File: config.mk
export PLATFORM = sky130hd
export DESIGN_NAME = grma_ctrl
export DESIGN_NICKNAME = d
export VERILOG_FILES = /design/src/hw/rtl/grma_pkg.sv /design/src/hw/rtl/grma_ctrl.sv
export SDC_FILE = /design/constraint.sdc
export NUM_CORES = 1
export LEC_CHECK = 0
export BUFFER_PORTS_ARGS = -buffer_cell sky130_fd_sc_hd__buf_2
export CAP_MARGIN = 10
export CORE_AREA = 2 2 39 41
export CTS_CLUSTER_DIAMETER = 120
export DETAILED_ROUTE_END_ITERATION = 16
export DIE_AREA = 0 0 41 43
export SLEW_MARGIN = 20
export SYNTH_ARGS = -nofsm -noshare
export SYNTH_HDL_FRONTEND = slang
export SYNTH_SLANG_ARGS = --single-unit
File: constraint.sdc
create_clock -name clk_i -period 1.75 [get_ports clk_i]
set_clock_uncertainty 0.1 [all_clocks]
set_input_delay 0.35 -clock clk_i [delete_from_list [all_inputs] [get_ports clk_i]]
set_output_delay 0.35 -clock clk_i [all_outputs]
set_load 0.02 [all_outputs]
File: src/hw/rtl/grma_pkg.sv
// Shared types and constants for the gain ramp mix accumulator.
// Used by the controller, the datapath, the top level and the checker.
package grma_pkg;

  // Field widths of the stream payloads.
  localparam int FUNC_W   = 2;
  localparam int GAIN_W   = 13;
  localparam int COUNT_W  = 10;
  localparam int SAMPLE_W = 16;
  localparam int MIX_W    = 32;
  localparam int POS_W    = 9;

  // Input tdata layout, lowest field first.
  localparam int GSL_LSB    = 0;
  localparam int GEL_LSB    = GSL_LSB + GAIN_W;
  localparam int GSR_LSB    = GEL_LSB + GAIN_W;
  localparam int GER_LSB    = GSR_LSB + GAIN_W;
  localparam int COUNT_LSB  = GER_LSB + GAIN_W;
  localparam int STEREO_LSB = COUNT_LSB + COUNT_W;
  localparam int SL_LSB     = STEREO_LSB + 1;
  localparam int SR_LSB     = SL_LSB + SAMPLE_W;
  localparam int IN_USED_W  = SR_LSB + SAMPLE_W;
  localparam int IN_TDATA_W = ((IN_USED_W + 7) / 8) * 8;
  localparam int IN_TUSER_W = FUNC_W;

  // Output tdata layout, lowest field first.
  localparam int ML_LSB      = 0;
  localparam int MR_LSB      = ML_LSB + MIX_W;
  localparam int POS_LSB     = MR_LSB + MIX_W;
  localparam int OUT_USED_W  = POS_LSB + POS_W;
  localparam int OUT_TDATA_W = ((OUT_USED_W + 7) / 8) * 8;

  // Item kinds carried in tuser.
  localparam logic [FUNC_W-1:0] FUNC_BEGIN = 2'd0;
  localparam logic [FUNC_W-1:0] FUNC_MIX   = 2'd1;
  localparam logic [FUNC_W-1:0] FUNC_CLEAR = 2'd2;

  typedef enum logic [2:0] {
    ST_CLEAR,
    ST_IDLE,
    ST_MIX,
    ST_DIV_L_GO,
    ST_DIV_L_WAIT,
    ST_DIV_R_GO,
    ST_DIV_R_WAIT
  } ctrl_state_e;

  typedef struct packed {
    logic clr_write;
    logic begin_load;
    logic mix_issue;
    logic mix_commit;
    logic div_start;
    logic div_right;
    logic step_store;
  } dp_cmd_t;

  typedef struct packed {
    logic active;
    logic out_free;
    logic div_done;
    logic clr_last;
    logic stereo;
  } dp_status_t;

endpackage

File: src/hw/rtl/grma_ctrl.sv
// Controller state machine: input handshake, clear sweep, ramp division
// sequencing and frame commit. Depends on grma_pkg.
module grma_ctrl (
  input  logic                          clk_i,
  input  logic                          rst_ni,
  input  logic                          in_valid_i,
  input  logic [grma_pkg::FUNC_W-1:0]   func_i,
  output logic                          in_ready_o,
  input  grma_pkg::dp_status_t          status_i,
  output grma_pkg::dp_cmd_t             cmd_o
);

  import grma_pkg::*;

  ctrl_state_e state_q, state_d;

  always_comb begin
    state_d = state_q;
    unique case (state_q)
      ST_CLEAR: begin
        if (status_i.clr_last) begin
          state_d = ST_IDLE;
        end
      end
      ST_IDLE: begin
        if (in_valid_i) begin
          unique case (func_i)
            FUNC_BEGIN: state_d = ST_DIV_L_GO;
            FUNC_MIX:   state_d = status_i.active ? ST_MIX : ST_IDLE;
            FUNC_CLEAR: state_d = ST_CLEAR;
            default:    state_d = ST_IDLE;
          endcase
        end
      end
      ST_MIX: begin
        if (status_i.out_free) begin
          state_d = ST_IDLE;
        end
      end
      ST_DIV_L_GO: state_d = ST_DIV_L_WAIT;
      ST_DIV_L_WAIT: begin
        if (status_i.div_done) begin
          state_d = status_i.stereo ? ST_DIV_R_GO : ST_IDLE;
        end
      end
      ST_DIV_R_GO: state_d = ST_DIV_R_WAIT;
      ST_DIV_R_WAIT: begin
        if (status_i.div_done) begin
          state_d = ST_IDLE;
        end
      end
      default: state_d = ST_IDLE;
    endcase
  end

  always_comb begin
    cmd_o      = '0;
    in_ready_o = 1'b0;
    unique case (state_q)
      ST_CLEAR: cmd_o.clr_write = 1'b1;
      ST_IDLE: begin
        in_ready_o = 1'b1;
        if (in_valid_i) begin
          unique case (func_i)
            FUNC_BEGIN: cmd_o.begin_load = 1'b1;
            FUNC_MIX:   cmd_o.mix_issue  = status_i.active;
            FUNC_CLEAR: cmd_o            = '0;
            default:    cmd_o            = '0;
          endcase
        end
      end
      ST_MIX: cmd_o.mix_commit = status_i.out_free;
      ST_DIV_L_GO: cmd_o.div_start = 1'b1;
      ST_DIV_L_WAIT: cmd_o.step_store = status_i.div_done;
      ST_DIV_R_GO: begin
        cmd_o.div_start = 1'b1;
        cmd_o.div_right = 1'b1;
      end
      ST_DIV_R_WAIT: begin
        cmd_o.div_right  = 1'b1;
        cmd_o.step_store = status_i.div_done;
      end
      default: cmd_o = '0;
    endcase
  end

  // The store is swept to zero after reset before the first transaction.
  always_ff @(posedge clk_i or negedge rst_ni) begin
    if (!rst_ni) begin
      state_q <= ST_CLEAR;
    end else begin
      state_q <= state_d;
    end
  end

endmodule

==> results of run 1 <==
[per-layer routing]
layer,up-vias,wire length [um],track usage (%)
met4,0,14,8.00
met2,20,354,13.8
met5,-,0,0
met3,2,84,4.71
li1,189,-,-
met1,154,382,13.5
[layout by cell type, fill, tap and decap left out, types with 2 or more instances in the layout]
cell type,instances
inv_1,2
buf_2,14
nand2_1,5
clkbuf_4,3
o22ai_1,2
dfrtp_2,3
nand2b_1,3
buf_4,9
nor2_1,6
[area by class of cell]
type	instances	share of cell area (%)
timing repair buffer	25	30.6
multi-input combinational	31	42.1
inverter	3	2.26
sequential	3	15.8
tap	16	4.01
clock buffer	4	5.26
[how the worst min path moves through the flow]
stage                            from                      to  slack [ns]  depth (start not counted)
final                     status_i[3]  state_q[0]$_DFFE_PN0P_        0.33                          3
after global routing           rst_ni  state_q[2]$_DFFE_PN0P_        0.34                          2
after CTS                      rst_ni  state_q[2]$_DFFE_PN0P_        0.33                          2
after detailed placement       rst_ni  state_q[2]$_DFFE_PN0P_        0.05                          1
after global placement         rst_ni  state_q[0]$_DFFE_PN0P_        0.05                          1
after floorplan                rst_ni  state_q[0]$_DFFE_PN0P_       -0.05                          0
[power by group through the flow]
stage / combinational, mW / clock [mW] / sequential [mW]
after floorplan: 0.349 / 0 / 0.123
after CTS: 0.389 / 0.127 / 0.178
final: 0.513 / 0.121 / 0.167
after detailed placement: 0.383 / 0 / 0.173
after global placement: 0.386 / 0 / 0.169
after global routing: 0.558 / 0.140 / 0.171
[synthesized netlist by cell type]
master and n:
a21oi_1 2, a221oi_2 1, a22o_1 1, a311oi_2 1, and3_1 1, buf_4 1, buf_6 1, dfrtp_1 3
inv_1 3, mux2_4 1, mux2i_1 1, nand2_1 5, nand2b_1 3, nand3b_1 1, nor2_1 6, nor2b_1 2
nor3_1 1, nor3b_2 1, o21ai_0 1, o22ai_1 2, xnor2_1 1
[kinds of logic (layout without fill, tap and decap cells)]
| kind of cell | after synthesis | after routing | share of synthesized area (%) |
|---|---|---|---|
| AOI/OAI and AO/OA | 8 | 8 | 21.5 |
| xor gates and xnor gates | 1 | 1 | 2.83 |
| buffers and inverters | 5 | 32 | 9.72 |
| DFF | 3 | 3 | 24.3 |
| muxes | 2 | 2 | 8.10 |
| and+or+nand+nor | 20 | 20 | 33.6 |
[per-stage QoR]
step,setup TNS (ns),instances,utilization [%],cell area [sq um]
after global routing,-0.100,82,36.1,499
after floorplan,0,39,-,309
after global placement,0,70,28.6,395
after CTS,0,75,31.6,437
final,0,82,36.1,499
after detailed placement,0,70,28.6,395
[worst max-delay path, stage by stage (launching register included)]
cell and delay (ns):
dfrtp_2 0.44, nor3b_2 0.23, nand2_1 0.10, nor2_1 0.09, buf_4 0.14
[timing repair]
| item | 4_1_cts | 5_1_grt |
|---|---|---|
| cloned | 0 | 0 |
| pin swaps | 0 | 2 |
| hold endpoints to repair | 3 | 0 |
| setup buffers | 0 | 7 |
| hold buffers | 1 | 0 |
| resized for setup | 3 | 6 |
| endpoints found under the setup margin | 4 | 4 |
==> implementation parameters, run 1 <==
Parameter                              Value

Final layout
  Layout cell share with drive strength beyond 1 ... a little under three fifths
  Number of nets at the end of the flow ... 77
  Area growth from synthesis to layout ... 61.5%
  Number of flip-flops under the largest register name ... 3
  Most flops, register ... state_q
  Count of inserted antenna diode cells ... 0
  Filler Cells Inserted ... 156
  Largest regs ... state_q (3)
  Flip-flop and latch area ... 78.8 sq um
  Footprint of the multi-input gates ... 210 sq um

Outcome
  Status ... complete, no violations

Die
  Height of the die ... about 43 um
  Die footprint ... approximately 0.0018 sq mm
  Number of top-level pins ... 18
  Area of the core ... 0.00138 sq mm
  Initial core utilization ... 22.3%
  Standard-cell rows ... 14
  Die W ... between 40 and 50 um

Placement
  Number of port buffers ... 17
  Post-detailed-placement half-perimeter wirelength ... 572 um
  Weighted congestion reported at the end of routability-driven placement ... 0.744
  Setup WS pre-CTS ... 0.199 ns

Clocking
  Worst skew pair latency ... 0.23 ns
  Clk pin slew, worst setup/hold paths ... 0.04 ns
  Clock tree from TritonCTS ... done
  Clock tree sinks ... 3
  TritonCTS Buffers ... 3
  Root buffer selected by CTS ... clkbuf_4
  H-tree level count ... 1
  Bufs on Longest Clock Path ... 2

Setup path
  Worst R2R Path Depth ... 4
  Startpoint-to-endpoint class of the critical path ... reg2out
  CP Launch Type ... flip-flop
  Worst Setup EP ... cmd_o[4]
  Worst setup startpoint ... state_q[2]$_DFFE_PN0P_
  Launch point of the worst reg-to-reg path ... state_q[1]$_DFFE_PN0P_
  Critical Path End Type ... output port
  Data arrival time of the worst path ... 1.24 ns
  Worst reg2reg path endpoint ... state_q[0]$_DFFE_PN0P_
  Required arrival time at the worst endpoint ... around 1.3 ns
  Highest net fanout along the worst path ... 6
  Flop2flop setup slack ... 0.39 ns

Power and ir drop
  Clock network fraction of design power ... 15.2%
  Worst ir drop on vdd ... 0.446 mV
  Reg power frac ... 20.8%
  Power Density ... around 1600 mW/mm^2
  Leakage component of the power ... around 0.25 nW
  Part of the power in combinational logic ... 64.0%
  Total net switching power ... 357 uW
  Sw Ratio ... between 40% and 50%
  Sum of internal, switching and leakage power ... 801 uW
  Cell-internal power ... 444 uW

Global route
  All-layer global routing usage ... 10.7%
  Grt ovf ... 0
  Global-route wire length before repair ... approximately 1.2 mm
  Number of antenna violations at the first check in global routing ... 0
  Via count of the first global-routing pass ... between 200 and 300
  Pin count of the biggest net entering global routing ... 11

Timing
  FMAX ... 593 MHz
  Setup violation total in the final timing report ... 0
  Worst Tran Pin Value ... 0.230 ns
  Hold Fails Final Rpt ... 0
  Clock period minus worst slack ... 1.69 ns
  Worst setup slack after layout ... 0.0639 ns
  Hold Worst Slack ... 0.329 ns
  RSZ-0062 raised after global routing ... true
  Number of pins exceeding their max-slew limit in the final report ... 0
  Share of the clock period used by the worst path after layout ... 96.3%
  Worst rel slew slack ... 84.7%

Routing
  Total routed wirelength ... 835 um
  Remaining routing DRC violations ... 0
  Routed wire length per instance ... 10.2 um
  Starting DRT DRC Count ... 7
  DR vias ... between 300 and 400
  Number of detailed-routing iterations run before antenna repair ... 4
  Antenna Nets Post-Route ... 0
  Via density ... 4.45

Synth
  Mean instance size in the synthesized netlist ... 7.92 sq um
  Number of different library cells in the post-synthesis netlist ... 21
  Synthesized net count ... 49
  Cells after Synth ... 39
  Leading post-synthesis cells by cell area ... dfrtp_1 (24%), nor2_1 (7.3%), nand2_1 (6.1%)
  Cell taking the most area after synthesis ... dfrtp_1
  Flip-flop and latch count after synthesis ... 3
  Post-synthesis cell area ... roughly 300 sq um
  Top-area cell type share of the netlist area ... 24.3%
  Number of warnings issued by yosys ... 0
  Post-synthesis sequential area ratio ... 24.3%

Min path
  Path type of the worst min-delay path ... in2reg

Flow run
  Max-cap check violation count ... 0
Note: power is estimated with default switching activity, not from simulation.
==> run 2, diff against run 1 <==
--- a/config.mk
+++ b/config.mk
@@ -11,6 +11,8 @@
 export CTS_CLUSTER_DIAMETER = 120
 export DETAILED_ROUTE_END_ITERATION = 16
 export DIE_AREA = 0 0 41 43
+export GPL_TIMING_DRIVEN = 0
+export SETUP_SLACK_MARGIN = 0.4
 export SLEW_MARGIN = 20
 export SYNTH_ARGS = -nofsm -noshare
 export SYNTH_HDL_FRONTEND = slang
==> implementation parameters, run 2 (synthesis gave the netlist of run 1 again) <==
Parameter                              Value

Outcome
  Status ... complete, no violations

Final layout
  Flip-flop and latch area ... 76.3 sq um
  Most flops, register ... state_q
  Footprint of the multi-input gates ... 290 sq um
  Area growth from synthesis to layout ... 128%
  Number of nets at the end of the flow ... 85
  Final design instance area without fill ... a little over 700 sq um
  Layout cell share with drive strength beyond 1 ... 73.0%
  Count of inserted antenna diode cells ... 0
  Most used cells in the layout excluding fill and tap cells ... buf_6 (13), buf_2 (10), buf_4 (9), nor2_4 (4), clkbuf_4 (3)
  Largest regs ... state_q (3)
  Share of the core filled with cells in the final layout ... 51.0%
  Number of flip-flops under the largest register name ... 3
  Filler Cells Inserted ... 125
  Most frequent standard cell in the layout excluding fill and tap cells ... buf_6

Routing
  Total routed wirelength ... 1.12 mm
  DR vias ... 424
  Via density ... 4.71
  Number of detailed-routing iterations run before antenna repair ... 4
  Remaining routing DRC violations ... 0
  Antenna Nets Post-Route ... 0
  Routed wire length per instance ... 12.4 um
  Starting DRT DRC Count ... 5

Min path
  Path type of the worst min-delay path ... in2reg

Die
  Initial core utilization ... 22.3%
  Standard-cell rows ... 14
  Area of the core ... 0.00138 sq mm
  Die footprint ... 0.00176 sq mm
  Height of the die ... 43 um
  Number of top-level pins ... 18
  Die W ... ~41 um

Power and ir drop
  Leakage component of the power ... 0.325 nW
  Power Density ... between 1500 and 2000 mW/mm^2
  Cell-internal power ... 690 uW
  Worst ir drop on vdd ... 0.622 mV
  Sw Ratio ... 42.5%
  Reg power frac ... 11.1%
  Clock network fraction of design power ... 10.9%
  Total net switching power ... 510 uW
  Part of the power in combinational logic ... between 70% and 80%

Setup path
  Flop2flop setup slack ... 0.29 ns
  CP Launch Type ... flip-flop
  Critical Path End Type ... output port
  Required arrival time at the worst endpoint ... 1.30 ns
  Highest net fanout along the worst path ... 4
  Data arrival time of the worst path ... 1.28 ns
  Startpoint-to-endpoint class of the critical path ... reg2out

Global route
  Via count of the first global-routing pass ... roughly 410
  Number of antenna violations at the first check in global routing ... 0
  Global-route wire length before repair ... 1.61 mm
  All-layer global routing usage ... 14.0%
  Grt ovf ... 0
  Pin count of the biggest net entering global routing ... 7

Timing
  Total negative slack ... 0 ns
  Worst rel slew slack ... 84.8%
  Share of the clock period used by the worst path after layout ... a little over nine tenths
  Setup violation total in the final timing report ... 0
  Worst setup slack after layout ... between 0.015 and 0.02 ns
  Worst Tran Pin Value ... 0.228 ns
  FMAX ... 577 MHz
  RSZ-0062 raised after global routing ... true
  Clock period minus worst slack ... 1.73 ns
  Hold Fails Final Rpt ... 0
  Hold Worst Slack ... 0.312 ns
  Number of pins exceeding their max-slew limit in the final report ... 0

Placement
  Weighted congestion reported at the end of routability-driven placement ... around 0.71
  Post-detailed-placement half-perimeter wirelength ... around 580 um
  Setup WS pre-CTS ... 0.201 ns
  Number of port buffers ... 17
  Placed cell areas ... 454 sq um

Clocking
  Bufs on Longest Clock Path ... 2
  Clk pin slew, worst setup/hold paths ... 0.04 ns
  Worst skew pair latency ... 0.25 ns
  Root buffer selected by CTS ... clkbuf_4
  TritonCTS Buffers ... 3
  Clock tree from TritonCTS ... done
  Clock tree sinks ... 3
  H-tree level count ... 1

Flow run
  Max-cap check violation count ... 0
[run 2: cell count changes in the layout (fill, tap and decap cells not counted), moves of 2 or more]
cell and change:
nand2_1 -3, dfrtp_2 -2, buf_6 +13, dfrtp_1 +2, nor2_4 +4, buf_2 -4, nand2_2 +2, nor2_1 -4
[run 2: metal layers]
metal | track usage [%] | vias up | part of all wire, %
li1 | - | 204 | -
met1 | 14.5 | 197 | 38
met2 | 21.9 | 20 | 52
met3 | 4.71 | 3 | 6.4
met4 | 10.0 | 0 | 2.7
met5 | 0 | - | 0
[run 2: what timing repair did]
| action | CTS | global route |
|---|---|---|
| buffers inserted | 8 | 5 |
| pin swaps | 1 | 3 |
| endpoints found under the setup margin | 8 | 9 |
| gates resized for setup | 24 | 14 |
| hold buffers | 1 | 0 |
| hold endpoints to repair | 3 | 0 |
[run 2: path summary, 6_finish.rpt]
kind / startpoint / endpoint / depth (start not counted)
hold reg to reg: state_q[0]$_DFFE_PN0P_ / state_q[0]$_DFFE_PN0P_ / 2
setup / recovery: state_q[2]$_DFFE_PN0P_ / cmd_o[5] / 5
max in group asynchronous: rst_ni / state_q[0]$_DFFE_PN0P_ / 2
hold / removal: status_i[3] / state_q[0]$_DFFE_PN0P_ / 3
setup reg to reg: state_q[2]$_DFFE_PN0P_ / state_q[0]$_DFFE_PN0P_ / 8
min in group asynchronous: rst_ni / state_q[0]$_DFFE_PN0P_ / 2
[run 2: layout make-up]
| class | instances | area share [%] |
|---|---|---|
| multi-input combinational | 31 | 41.1 |
| inverter | 3 | 2.66 |
| sequential | 3 | 10.8 |
| clock buffer | 4 | 3.72 |
| buffer | 2 | 3.19 |
| timing repair buffer | 31 | 35.6 |
| tap | 16 | 2.84 |
[run 2: power groups by stage]
stage          sequential [mW]  clock, mW  combinational, mW
2_1_floorplan            0.124          0              0.404
3_3_place_gp             0.129          0              0.509
3_5_place_dp             0.130          0              0.515
4_1_cts                  0.132      0.135              0.778
5_1_grt                  0.139      0.146              0.987
6_report                 0.133      0.131              0.935
[run 2: through the flow]
stage	std cells	power [mW]
3_3_place_gp	72	0.638
6_report	90	1.20
2_1_floorplan	39	0.528
5_1_grt	90	1.27
3_5_place_dp	72	0.645
4_1_cts	85	1.05
[run 2: critical path: stages, from the launching register on]
cell     delay (ns)
dfrtp_1        0.36
buf_6          0.13
nor3b_4        0.21
nand2_2        0.12
nor2_4         0.10
buf_6          0.12
==> run 3, diff against run 2 <==
--- a/config.mk
+++ b/config.mk
@@ -11,8 +11,10 @@
 export CTS_CLUSTER_DIAMETER = 120
 export DETAILED_ROUTE_END_ITERATION = 16
 export DIE_AREA = 0 0 41 43
+export GPL_ROUTABILITY_DRIVEN = 0
 export GPL_TIMING_DRIVEN = 0
-export SETUP_SLACK_MARGIN = 0.4
+export RECOVER_POWER = 100
+export SETUP_SLACK_MARGIN = 0.02
 export SLEW_MARGIN = 20
 export SYNTH_ARGS = -nofsm -noshare
 export SYNTH_HDL_FRONTEND = slang
==> implementation parameters, run 3 (synthesis gave the netlist of run 1 again) <==
Parameter                              Value

Die
  Die footprint ... ~0.0018 sq mm
  Initial core utilization ... 22.3%
  Number of top-level pins ... 18
  Area of the core ... 0.00138 sq mm
  Die W ... 41 um
  Height of the die ... 43 um
  Standard-cell rows ... 14

Routing
  Via density ... 4.49
  Highest routed layer ... met3
  Routed wire length per instance ... 10.8 um
  Met1 routed wirelength after detailed routing ... 372 um
  DR vias ... 377
  Remaining routing DRC violations ... 0
  Antenna Nets Post-Route ... 0
  Starting DRT DRC Count ... 7
  Met3 WL post-DR ... between 80 and 90 um
  Number of detailed-routing iterations run before antenna repair ... 4
  Total routed wirelength ... about 910 um
  Met2 WL ... between 400 and 500 um

Global route
  Global-route wire length before repair ... ~1.5 mm
  Grt ovf ... 0
  Pin count of the biggest net entering global routing ... 9
  All-layer global routing usage ... 12.3%
  Number of antenna violations at the first check in global routing ... 0
  Via count of the first global-routing pass ... 327

Setup path
  Highest net fanout along the worst path ... 6
  Required arrival time at the worst endpoint ... between 1 and 1.5 ns
  Worst reg2reg path endpoint ... state_q[0]$_DFFE_PN0P_
  Worst R2R Path Depth ... 5
  Launch point of the worst reg-to-reg path ... state_q[1]$_DFFE_PN0P_
  CP Launch Type ... flip-flop
  Startpoint-to-endpoint class of the critical path ... reg2out
  Flop2flop setup slack ... 0.35 ns
  Critical Path End Type ... output port
  Data arrival time of the worst path ... 1.27 ns

Final layout
  Most used cells in the layout excluding fill and tap cells ... buf_4 (10), buf_2 (9), nor2_1 (6), nand2_1 (5)
  Most flops, register ... state_q
  Area growth from synthesis to layout ... 67.6%
  Layout cell share with drive strength beyond 1 ... 48.5%
  Count of inserted antenna diode cells ... 0
  Largest regs ... state_q (3)
  Number of flip-flops under the largest register name ... 3
  Most frequent standard cell in the layout excluding fill and tap cells ... buf_4
  Number of nets at the end of the flow ... 79

Clocking
  Clock tree from TritonCTS ... done
  Clk pin slew, worst setup/hold paths ... 0.04 ns
  Root buffer selected by CTS ... clkbuf_4
  Worst skew pair latency ... 0.24 ns
  TritonCTS Buffers ... 3
  Bufs on Longest Clock Path ... 2
  H-tree level count ... 1
  Clock tree sinks ... 3

Flow run
  Max-cap check violation count ... 0

Outcome
  Status ... complete, no violations

Timing
  Hold Fails Final Rpt ... 0
  FMAX ... 581 MHz
  RSZ-0062 raised after global routing ... true
  Worst rel slew slack ... 79.5%
  Total negative slack ... 0 ns
  Number of pins exceeding their max-slew limit in the final report ... 0
  Worst Tran Pin Value ... 0.308 ns
  Worst setup slack after layout ... 0.0295 ns
  Share of the clock period used by the worst path after layout ... 98.3%
  Clock period minus worst slack ... about 1.7 ns
  Setup violation total in the final timing report ... 0

Power and ir drop
  Leakage component of the power ... between 0.2 and 0.3 nW
  Power Density ... 1670 mW/mm^2
  Worst ir drop on vdd ... 0.455 mV

Min path
  Path type of the worst min-delay path ... in2async

Placement
  Setup WS pre-CTS ... 0.253 ns
  Post-detailed-placement half-perimeter wirelength ... 561 um
  Number of port buffers ... 17
[run 3: changes by cell type in the layout (fill, tap and decap cells not counted), sizes merged]
| cell | change |
|---|---|
| clkbuf | +5 |
| inv | +1 |
| buf | -11 |
| clkinv | -1 |
[run 3: how the worst max path moves through the flow]
stage | start | end | slack (ns) | cells past startpoint
2_1_floorplan | state_q[1]$_DFFE_PN0P_ | cmd_o[4] | 0.02 | 4
3_3_place_gp | state_q[2]$_DFFE_PN0P_ | cmd_o[3] | 0.26 | 4
3_5_place_dp | state_q[2]$_DFFE_PN0P_ | cmd_o[3] | 0.25 | 4
4_1_cts | state_q[2]$_DFFE_PN0P_ | cmd_o[4] | 0.01 | 5
5_1_grt | state_q[1]$_DFFE_PN0P_ | cmd_o[4] | -0.09 | 5
6_report | state_q[1]$_DFFE_PN0P_ | cmd_o[4] | 0.03 | 5
[run 3: layer usage]
metal,up-vias,GRT usage [%]
li1,192,-
met1,168,16.0
met2,17,18.1
met3,0,3.14
met4,0,6.00
met5,-,0
[run 3: area by class of cell]
class | count | area [sq um]
Inverter | 3 | 13.8
Tap cell | 16 | 20.0
Buffer | 2 | 22.5
Multi-Input combinational cell | 31 | 206
Clock buffer | 4 | 26.3
Timing Repair Buffer | 25 | 153
Sequential cell | 3 | 76.3
Fill cell | 150 | 866
[run 3: through the flow]
stage | hold WS, ns | instance area [sq um] | util (%) | total power, mW | cells
floorplan | -0.0456 | 309 | - | 0.472 | 39
global placement | 0.0450 | 414 | 29.9 | 0.584 | 72
detailed placement | 0.0476 | 414 | 29.9 | 0.590 | 72
CTS | 0.314 | 490 | 35.4 | 0.794 | 81
global route | 0.352 | 518 | 37.4 | 0.936 | 84
finish | 0.341 | 518 | 37.4 | 0.863 | 84
[run 3: repair_timing]
action                                 CTS  global route
pin swaps                                3             3
setup endpoints to repair                4             5
endpoints found under the hold margin    3             0
setup buffers                            4             3
hold buffers                             1             0
gates resized for setup                  4             6
[run 3: worst max-delay path, cell delays in order, from the launching register on]
cell and delay [ns]:
dfrtp_1 0.36, buf_6 0.13, nor3b_4 0.20, nand2_1 0.10, nor2_1 0.10, buf_4 0.15
[run 3: where the power goes]
part / internal, mW / leakage [nW] / total, mW / switching [mW]
Sequential: 0.103 / 0.0362 / 0.140 / 0.0373
Combinational: 0.298 / 0.210 / 0.598 / 0.300
Clock: 0.0857 / 0.0150 / 0.125 / 0.0398
